==> config.mk <==
export PLATFORM = sky130hd
export DESIGN_NAME = float_literal_recognizer_core_flat
export DESIGN_NICKNAME = d
export VERILOG_FILES = /design/src/rtl/flr_pkg.sv /design/src/rtl/flr_intf.sv /design/src/rtl/float_literal_recognizer_core.sv /design/src/rtl/flr_scan_step.sv /design/src/flat_wrapper.sv
export SDC_FILE = /design/constraint.sdc
export NUM_CORES = 1
export LEC_CHECK = 0
export ABC_AREA = 1
export BUFFER_PORTS_ARGS = -buffer_cell sky130_fd_sc_hd__buf_2
export CAP_MARGIN = 20
export CORE_AREA = 2 2 49 51
export DETAILED_ROUTE_END_ITERATION = 8
export DIE_AREA = 0 0 51 53
export SETUP_SLACK_MARGIN = 0.3
export SYNTH_ARGS = -nofsm -noshare
export SYNTH_HDL_FRONTEND = slang
export SYNTH_SLANG_ARGS = --single-unit
==> constraint.sdc <==
create_clock -name clock -period 4.5 [get_ports clock]
set_input_delay 0.45 -clock clock [delete_from_list [all_inputs] [get_ports clock]]
set_output_delay 0.45 -clock clock [all_outputs]
set_load 0.005 [all_outputs]
==> src/rtl/flr_pkg.sv <==
package flr_pkg;

   localparam int unsigned CH_W = 8;

   typedef logic [CH_W-1:0] char_type;

   typedef enum logic [3:0] {
      ST_START = 4'd0,
      ST_INT   = 4'd1,
      ST_POINT = 4'd2,
      ST_MANT  = 4'd3,
      ST_EXP   = 4'd4,
      ST_SIGN  = 4'd5,
      ST_EXPD  = 4'd6,
      ST_SUF   = 4'd7,
      ST_DEAD  = 4'd8
   } scan_state_type;

   localparam char_type CHR_0     = 8'h30;
   localparam char_type CHR_9     = 8'h39;
   localparam char_type CHR_POINT = 8'h2e;
   localparam char_type CHR_PLUS  = 8'h2b;
   localparam char_type CHR_MINUS = 8'h2d;
   localparam char_type CHR_LO_E  = 8'h65;
   localparam char_type CHR_UP_E  = 8'h45;
   localparam char_type CHR_LO_F  = 8'h66;
   localparam char_type CHR_UP_F  = 8'h46;
   localparam char_type CHR_LO_L  = 8'h6c;
   localparam char_type CHR_UP_L  = 8'h4c;

   typedef struct packed {
      logic is_digit;
      logic is_point;
      logic is_exp;
      logic is_sign;
      logic is_suffix;
   } char_class_type;

endpackage

==> src/rtl/flr_intf.sv <==
interface flr_req_if;
   logic               valid;
   logic               ready;
   flr_pkg::char_type  ch;
   logic               last;

   modport source (output valid, output ch, output last, input ready);
   modport sink (input valid, input ch, input last, output ready);
endinterface

interface flr_rsp_if;
   logic valid;
   logic ready;
   logic is_float;

   modport source (output valid, output is_float, input ready);
   modport sink (input valid, input is_float, output ready);
endinterface

==> src/rtl/float_literal_recognizer_core.sv <==
// Recognizes C decimal floating constants. A token arrives one byte per transaction on req,
// with last set on its final byte; after that byte one transaction on rsp carries is_float,
// and bytes that are not last produce nothing. One byte is taken every cycle while rsp keeps
// up: each byte is held in the input register, where a single state transition of the
// scanner decides the next scanner state; for a last byte the verdict is written from there
// to the result register, which drives is_float on rsp. A result waiting on rsp holds back
// only a following last byte; other bytes keep flowing.
module float_literal_recognizer_core (
   input logic     clock,
   input logic     reset,
   flr_req_if.sink req,
   flr_rsp_if.source rsp
);

   logic                    in_valid_ff, in_valid_in;
   flr_pkg::char_type       in_ch_ff, in_ch_in;
   logic                    in_last_ff, in_last_in;

   flr_pkg::scan_state_type scan_state_ff, scan_state_in;
   logic                    out_valid_ff, out_valid_in;
   logic                    out_float_ff, out_float_in;

   flr_pkg::scan_state_type state_next;
   logic                    accepting;
   logic                    out_free;
   logic                    stage_move;
   logic                    take;

   flr_scan_step u_step (
      .state      (scan_state_ff),
      .ch         (in_ch_ff),
      .state_next (state_next),
      .accepting  (accepting)
   );

   // a last byte needs the result register free, other bytes only update the state
   assign out_free   = !out_valid_ff || rsp.ready;
   assign stage_move = in_valid_ff && (!in_last_ff || out_free);
   assign req.ready  = !in_valid_ff || stage_move;
   assign take       = req.valid && req.ready;

   always_comb begin
      in_valid_in   = in_valid_ff;
      in_ch_in      = in_ch_ff;
      in_last_in    = in_last_ff;
      scan_state_in = scan_state_ff;
      out_valid_in  = out_valid_ff && !rsp.ready;
      out_float_in  = out_float_ff;

      if (stage_move) begin
         in_valid_in = 1'b0;
         if (in_last_ff) begin
            scan_state_in = flr_pkg::ST_START;
            out_valid_in  = 1'b1;
            out_float_in  = accepting;
         end else begin
            scan_state_in = state_next;
         end
      end

      if (take) begin
         in_valid_in = 1'b1;
         in_ch_in    = req.ch;
         in_last_in  = req.last;
      end
   end

   always_ff @(posedge clock) begin
      if (reset) begin
         in_valid_ff   <= 1'b0;
         scan_state_ff <= flr_pkg::ST_START;
         out_valid_ff  <= 1'b0;
      end else begin
         in_valid_ff   <= in_valid_in;
         scan_state_ff <= scan_state_in;
         out_valid_ff  <= out_valid_in;
      end
   end

   always_ff @(posedge clock) begin
      in_ch_ff     <= in_ch_in;
      in_last_ff   <= in_last_in;
      out_float_ff <= out_float_in;
   end

   assign rsp.valid    = out_valid_ff;
   assign rsp.is_float = out_float_ff;

endmodule

==> src/rtl/flr_scan_step.sv <==
module flr_scan_step (
   input  flr_pkg::scan_state_type state,
   input  flr_pkg::char_type       ch,
   output flr_pkg::scan_state_type state_next,
   output logic                    accepting
);

   flr_pkg::char_class_type cls;

   always_comb begin
      cls.is_digit  = (ch >= flr_pkg::CHR_0) && (ch <= flr_pkg::CHR_9);
      cls.is_point  = (ch == flr_pkg::CHR_POINT);
      cls.is_exp    = (ch == flr_pkg::CHR_LO_E) || (ch == flr_pkg::CHR_UP_E);
      cls.is_sign   = (ch == flr_pkg::CHR_PLUS) || (ch == flr_pkg::CHR_MINUS);
      cls.is_suffix = (ch == flr_pkg::CHR_LO_F) || (ch == flr_pkg::CHR_UP_F) ||
                      (ch == flr_pkg::CHR_LO_L) || (ch == flr_pkg::CHR_UP_L);
   end

   always_comb begin
      state_next = flr_pkg::ST_DEAD;
      unique case (state)
         flr_pkg::ST_START: begin
            if (cls.is_digit) state_next = flr_pkg::ST_INT;
            else if (cls.is_point) state_next = flr_pkg::ST_POINT;
         end
         flr_pkg::ST_INT: begin
            if (cls.is_digit) state_next = flr_pkg::ST_INT;
            else if (cls.is_point) state_next = flr_pkg::ST_MANT;
            else if (cls.is_exp) state_next = flr_pkg::ST_EXP;
         end
         flr_pkg::ST_POINT: begin
            if (cls.is_digit) state_next = flr_pkg::ST_MANT;
         end
         flr_pkg::ST_MANT: begin
            if (cls.is_digit) state_next = flr_pkg::ST_MANT;
            else if (cls.is_exp) state_next = flr_pkg::ST_EXP;
            else if (cls.is_suffix) state_next = flr_pkg::ST_SUF;
         end
         flr_pkg::ST_EXP: begin
            if (cls.is_sign) state_next = flr_pkg::ST_SIGN;
            else if (cls.is_digit) state_next = flr_pkg::ST_EXPD;
         end
         flr_pkg::ST_SIGN: begin
            if (cls.is_digit) state_next = flr_pkg::ST_EXPD;
         end
         flr_pkg::ST_EXPD: begin
            if (cls.is_digit) state_next = flr_pkg::ST_EXPD;
            else if (cls.is_suffix) state_next = flr_pkg::ST_SUF;
         end
         default: begin
            state_next = flr_pkg::ST_DEAD;
         end
      endcase
   end

   assign accepting = (state_next == flr_pkg::ST_MANT) ||
                      (state_next == flr_pkg::ST_EXPD) ||
                      (state_next == flr_pkg::ST_SUF);

endmodule

==> src/flat_wrapper.sv <==
// flat-port wrapper written by rule: the top's interface ports become plain ports
module float_literal_recognizer_core_flat 
  (clock, reset, req_valid, req_ch, req_last, req_ready, rsp_valid, rsp_is_float, rsp_ready);
  flr_req_if req_i ();
  flr_rsp_if rsp_i ();
  input logic clock;
  input logic reset;
  input wire logic [$bits(req_i.valid)-1:0] req_valid;
  input wire logic [$bits(req_i.ch)-1:0] req_ch;
  input wire logic [$bits(req_i.last)-1:0] req_last;
  output wire logic [$bits(req_i.ready)-1:0] req_ready;
  output wire logic [$bits(rsp_i.valid)-1:0] rsp_valid;
  output wire logic [$bits(rsp_i.is_float)-1:0] rsp_is_float;
  input wire logic [$bits(rsp_i.ready)-1:0] rsp_ready;
  assign req_i.valid = req_valid;
  assign req_i.ch = req_ch;
  assign req_i.last = req_last;
  assign req_ready = req_i.ready;
  assign rsp_valid = rsp_i.valid;
  assign rsp_is_float = rsp_i.is_float;
  assign rsp_i.ready = rsp_ready;
  float_literal_recognizer_core u_core (.clock(clock), .reset(reset), .req(req_i), .rsp(rsp_i));
endmodule
==> results of run 1 <==
-- stage by stage --
stage / utilization, % / hold WS (ns) / area, um2 / worst slack (ns) / power [mW]
after global routing: 49.6 / 0.329 / 1060 / 2.68 / 0.279
after detailed placement: 48.3 / 0.496 / 1040 / 2.89 / 0.196
final: 49.6 / 0.346 / 1060 / 2.87 / 0.264
after CTS: 49.6 / 0.336 / 1060 / 2.87 / 0.268
after global placement: 48.3 / 0.489 / 1040 / 2.88 / 0.195
after floorplan: - / 0.465 / 928 / 3.07 / 0.186
-- power by group through the flow --
stage / combinational [mW] / clock, mW / sequential [mW]
after global placement: 0.0244 / 0 / 0.170
after global routing: 0.0289 / 0.0816 / 0.168
after CTS: 0.0250 / 0.0758 / 0.167
final: 0.0246 / 0.0722 / 0.167
after detailed placement: 0.0249 / 0 / 0.171
after floorplan: 0.0159 / 0 / 0.170
-- layer usage --
metal	vias to the layer above	GRT usage, %
met5	-	0
met4	0	9.46
met3	4	0.847
met2	31	26.2
met1	376	20.1
li1	447	-
-- placed cells by master (no fill, tap or decap), drive strengths merged --
cell	synthesis	routed
o21a	1	1
o21bai	1	1
nor2	19	19
clkinv	0	1
dfxtp	6	6
nand4	4	4
nand2	40	40
buf	0	15
nor3	2	2
clkbuf	0	3
nand3b	2	2
a21oi	8	8
inv	22	22
nand3	8	8
edfxtp	10	10
a31oi	1	1
o21ai	3	3
-- cells by family (layout without fill, tap and decap cells) --
family / after synthesis / in the layout
AO/OA/AOI/OAI: 14 / 14
flip-flops: 16 / 16
AND/OR/NAND/NOR: 75 / 75
buffers and inverters: 22 / 41
-- worst max path at each step --
stage                                                to                          from
after detailed placement  u_core.rsp.is_float$_DFFE_PP_  u_core.in_ch_ff[4]$_DFFE_PP_
after CTS                 u_core.rsp.is_float$_DFFE_PP_  u_core.in_ch_ff[4]$_DFFE_PP_
after floorplan           u_core.rsp.is_float$_DFFE_PP_  u_core.in_ch_ff[4]$_DFFE_PP_
final                     u_core.rsp.is_float$_DFFE_PP_  u_core.in_ch_ff[4]$_DFFE_PP_
after global placement    u_core.rsp.is_float$_DFFE_PP_  u_core.in_ch_ff[4]$_DFFE_PP_
after global routing      u_core.rsp.is_float$_DFFE_PP_  u_core.in_ch_ff[4]$_DFFE_PP_
-- sequential cells by signal (all words and copies together), names as in the netlist --
signal / flops
u_core.in_ch_ff: 8
u_core.scan_state_ff: 4
u_core.in_last_ff: 1
u_core.in_valid_ff: 1
u_core.rsp.is_float: 1
u_core.rsp.valid: 1
-- cell type report --
class | count | area [um2]
Clock inverter | 1 | 3.75
Inverter | 22 | 82.6
Clock buffer | 3 | 22.5
Fill cell | 225 | 1080
Timing Repair Buffer | 15 | 75.1
Tap cell | 28 | 35.0
Sequential cell | 16 | 420
Multi-Input combinational cell | 89 | 425
-- worst max-delay path: stages (launching register included) --
cell      delay, ns
edfxtp_1       0.42
inv_1          0.07
nand2_1        0.05
nor2_1         0.20
nand3_1        0.13
a21oi_1        0.20
inv_1          0.06
nand2_1        0.07
nand3_2        0.08
o21a_1         0.11
==> key figures, run 1 <==
Floorplanning
  • Die area: 2700 um2
  • Initial core utilization: 43.2%
  • # rows: 17
  • I/O pin count: 16
  • Die width: 51 um
  • Die Span Y: 53 um
  • Core footprint: 2150 um2

Setup path
  • Critical path required time: 4.54 ns
  • CP Class: reg -> reg
  • CP Launch Type: register
  • Worst EP arrival: 1.67 ns
  • Crit Path Max Fanout: 3
  • Crit Reg-Reg Startpoint: u_core.in_ch_ff[4]$_DFFE_PP_
  • Reg2Reg Setup Slack: 2.87 ns
  • R2R depth: 9
  • Reg2reg end: u_core.rsp.is_float$_DFFE_PP_
  • Crit end category: register

Timing
  • Setup_tns: 0 ns
  • Final setup fails: 0
  • Slew @ Worst Pin: 0.372 ns
  • Final Skew: 0.00590 ns
  • Final cycle utilization of the critical path: 36.2%
  • Minimum clock period: 1.63 ns
  • Slew headroom: 75.0%
  • RSZ-0062 raised after global routing: false
  • Slew Limit Fails: 0
  • Maximum clock rate: 614 MHz
  • Final Hold Violating Endpoints: 0

Clocking
  • Post_cts resized: 0
  • Clk Latency, worst-skew pair: 0.28 ns
  • Cts hold-fix bufs: 0
  • Post-CTS Setup Repair Bufs: 0
  • Root Buffer: clkbuf_4
  • H-tree depth: 1
  • Clock sinks: 16
  • Worst-path clk slew: 0.09 ns
  • Clock tree buffer depth: 2
  • CTS Buf Count: 3
  • CTS tree: yes

Synth
  • Mapped Cells: 127
  • Distinct cells, synth: 21
  • Mux share of post-synthesis cell area: 0%
  • Combinational family with the most area after synthesis: simple AND/OR/NAND/NOR gates
  • Top cells by count, synth: nand2_1, inv_1, nor2_1, edfxtp_1
  • Net count after synthesis: 140
  • Post-synth ARST share: 0%
  • Seq/Total Area, Yosys: 45.3%
  • Post-synthesis compound-gate area fraction: 8.63%
  • Top FF cell, synth: edfxtp_1
  • Synth Area in XOR/XNOR: 0%
  • Post-Syn Area per Cell: 7.31 um2
  • Post-synthesis adder-cell area fraction: 0%
  • Post-synth EDFFs: 10
  • Leading area contributor after synthesis: edfxtp_1
  • Most common cell in the synthesized netlist: nand2_1
  • Largest cells by area after synthesis: edfxtp_1, nand2_1, dfxtp_1
  • Ys Warns: 0
  • FF+latch count, synth: 16
  • Post-synth top area share: 32.3%
  • Simple-gate area share of the yosys netlist: 37.2%
  • Synth Cell Area: 928 um2

Drt
  • Vias: 858
  • Top layer in use: met4
  • Routed length on met3: 100 um
  • DRC: 0
  • WL met1: 800 um
  • TritonRoute pass-1 iters: 4
  • Overall routed net length: 1770 um
  • Number of routed nets with antenna violations: 0
  • Drt via density: 4.93
  • First DRT Iteration DRCs: 18
  • Metal2 WL: 849 um
  • DR WL/cell: 10.2 um

Worst hold path
  • Hold Path Sink: u_core.in_last_ff$_DFFE_PP_
  • Hold_sp: req_last
  • Hold Crit Depth: 1
  • HP Class: in -> reg

Final layout
  • Inserted Diodes: 0
  • Syn-to-layout area delta: 14.7%
  • Nets: 160
  • Fraction of layout cells with a size suffix above 1: 19.9%
  • Fin cells: 174

Run status
  • Outcome: finished, final reports clean

Global routing
  • Initial antenna violation count: 0
  • All-Layer GR Usage: 15.7%
  • Vias in the first global route: 773
  • GRT overflow: 0
  • First-pass GRT wire length: 3150 um
  • Largest net degree at the start of global routing: 10

Placement
  • Routability cong.: 0.900
  • Post-DP HPWL: 1450 um
  • Port Buf Inserts: 15
  • Dpl cells: 170

Power
  • Gate power share: 9.3%
  • Pwr dens: 248 nW/um2
  • Internal power: 204 uW
  • Clock network power share: 27.3%
  • Flop pwr share: 63.3%
  • Worst-case vdd ir drop: 0.000229 V
  • Sw power: 59.7 uW
  • LEAKAGE: 0.505 nW
  • Switching share of power: 22.6%

Flow run
  • Max-cap violations: 0
Power figures use the tool's default switching activity.
==> inputs of run 2 (changes only) <==
- PLACE_DENSITY: unset -> 0.66
- clock period: 4.5 -> 1.4 ns (I/O delays scaled with it)
==> run 2 against run 1 <==
The flow now finishes with violations (setup timing); clock skew fell by 0.0054 ns; final cell count rose by 7.5%; via count increased by 2.2%; combinational power rose to 4.3 times the previous value.
==> key figures, run 2 (synthesis results as in run 1) <==
Run status
  • Outcome: finished, violations left
  • Violated checks: setup timing

Timing
  • Setup_tns: -0.348 ns (-0.348 ns)
  • Final cycle utilization of the critical path: 109% (+73 points)
  • Maximum clock rate: 657 MHz (+6.9%)
  • Final setup fails: 4 (+4)
  • Minimum clock period: 1.52 ns (-0.105 ns)
  • Slew headroom: 83.3% (+8.3 points)
  • Slew Limit Fails: 0 (unchanged)
  • Final Hold Violating Endpoints: 0 (unchanged)
  • Final Skew: 0.000476 ns (-0.00542 ns)
  • Slew @ Worst Pin: 0.249 ns (-0.123 ns)
  • RSZ-0062 raised after global routing: true
  • Worst setup margin: -0.123 ns (-3.00 ns)

Global routing
  • Largest net degree at the start of global routing: 10 (unchanged)
  • All-Layer GR Usage: 14.9% (-0.81 points)
  • Initial antenna violation count: 0 (unchanged)
  • GRT overflow: 0 (unchanged)
  • Vias in the first global route: 771 (-0.26%)
  • First-pass GRT wire length: 3030 um (-3.9%)

Floorplanning
  • I/O pin count: 16 (unchanged)
  • Core footprint: 2150 um2 (unchanged)
  • Die area: 2700 um2 (unchanged)
  • Die width: 51 um (unchanged)
  • # rows: 17 (unchanged)
  • Die Span Y: 53 um (unchanged)
  • Initial core utilization: 43.2% (unchanged)

Clocking
  • Clock sinks: 16 (unchanged)
  • H-tree depth: 1 (unchanged)
  • CTS tree: yes
  • CTS Buf Count: 3 (unchanged)
  • Clock tree buffer depth: 2 (unchanged)
  • Worst-path clk slew: 0.09 ns (about the same)
  • Root Buffer: clkbuf_4
  • Clk Latency, worst-skew pair: 0.28 ns (about the same)

Final layout
  • Fillers: 198 (-12%)
  • Nets: 173 (+8.1%)
  • Max FFs per register: 8 (unchanged)
  • Fraction of layout cells with a size suffix above 1: 38.4% (+19 points)
  • Fin area: 1250 um2 (+17%)
  • Most frequent cells in the layout: nand2_1, inv_1, buf_2
  • Top Registers: u_core.in_ch_ff: 8 flops, u_core.scan_state_ff: 4 flops
  • Most common cell after layout, fill and taps aside: nand2_1
  • Inserted Diodes: 0 (unchanged)
  • Syn-to-layout area delta: 34.4%
  • Biggest register: u_core.in_ch_ff

Setup path
  • Reg2Reg Setup Slack: -0.12 ns (-3.00 ns)
  • CP Class: reg -> reg
  • CP Launch Type: register
  • Crit Path Max Fanout: 6 (+3)
  • Worst EP arrival: 1.57 ns (-0.10 ns)
  • CP endpoint: u_core.rsp.is_float$_DFFE_PP_
  • Crit end category: register
  • CP startpoint: u_core.in_ch_ff[1]$_DFFE_PP_
  • Crit Reg-Reg Startpoint: u_core.in_ch_ff[1]$_DFFE_PP_
  • R2R depth: 8 (-1)
  • Reg2reg end: u_core.rsp.is_float$_DFFE_PP_
  • Critical path required time: 1.44 ns (-3.10 ns)

Placement
  • Placed Area: 1140 um2 (+9.8%)
  • Pre-CTS setup slack: -0.151 ns (-3.04 ns)
  • Port Buf Inserts: 15 (unchanged)
  • Routability cong.: 0.904 (+0.50%)
  • Post-DP HPWL: 1520 um (+5.3%)

Drt
  • TritonRoute pass-1 iters: 4 (unchanged)
  • Overall routed net length: 1980 um (+12%)
  • DRC: 0 (unchanged)
  • Vias: 877 (+2.2%)
  • Drt via density: 4.69 (-4.9%)
  • DR WL/cell: 10.6 um (+4.0%)
  • Number of routed nets with antenna violations: 0 (unchanged)
  • First DRT Iteration DRCs: 14 (-4)

Worst hold path
  • HP Class: in -> reg
  • Hold Crit Depth: 1 (unchanged)

Power
  • Pwr dens: 710 nW/um2 (+190%)
  • Overall power: 886 uW (+240%)
  • LEAKAGE: 0.570 nW (+13%)
  • Worst-case vdd ir drop: 0.000667 V (+190%)

Flow run
  • Max-cap violations: 0 (unchanged)
-- run 2: critical path: stages (launching register included) --
cell      delay, ns
edfxtp_1       0.45
nor2_2         0.08
nor2_4         0.14
nor2_4         0.07
o21ai_1        0.10
nand2_2        0.08
inv_1          0.07
nand4_2        0.10
o21a_1         0.19
-- run 2: cell type report --
cell class	count	area, um2	share of cell area [%]
multi-input combinational	89	500	40.1
sequential	16	422	33.8
timing repair buffer	27	171	13.7
inverter	22	85.1	6.82
tap	28	35.0	2.81
clock buffer	3	22.5	1.81
timing repair inverter	1	7.51	0.602
clock inverter	1	3.75	0.301
-- run 2: timing repair --
| action | CTS | global route |
|---|---|---|
| buffers inserted | 0 | 1 |
| pin swaps | 5 | 4 |
| endpoints found under the setup margin | 15 | 15 |
| hold endpoints to repair | 0 | 0 |
| hold buffers | 0 | 0 |
| cloned | 0 | 1 |
| gates resized for setup | 10 | 9 |
-- run 2: report_power, final --
part / leakage, nW / total (mW) / internal (mW) / switching (mW)
registers: 0.148 / 0.541 / 0.522 / 0.0183
clock network: 0.0154 / 0.239 / 0.103 / 0.136
logic: 0.407 / 0.106 / 0.0450 / 0.0614
total: 0.570 / 0.886 / 0.671 / 0.215
-- run 2: worst min path at each step --
stage | start | endpoint | slack (ns)
2_1_floorplan | reset | u_core.in_valid_ff$_SDFFE_PP0P_ | 0.21
3_3_place_gp | req_last | u_core.in_last_ff$_DFFE_PP_ | 0.32
3_5_place_dp | req_last | u_core.in_last_ff$_DFFE_PP_ | 0.32
4_1_cts | req_last | u_core.in_last_ff$_DFFE_PP_ | 0.02
5_1_grt | req_last | u_core.in_last_ff$_DFFE_PP_ | 0.02
6_report | req_ch[5] | u_core.in_ch_ff[5]$_DFFE_PP_ | 0.03
-- run 2: stage by stage --
step	utilization, %	std cells	hold WS, ns
floorplan	-	127	0.209
global placement	53.1	181	0.316
detailed placement	53.1	181	0.318
CTS	55.6	185	0.0190
global route	58.1	187	0.0190
finish	58.1	187	0.0286
-- run 2: metal layers --
metal  wire length [um]  global-route usage (%)
met1                927                    18.2
met2                993                    27.5
met3                 41                   0.847
met4                 19                    5.41
met5                  0                       0
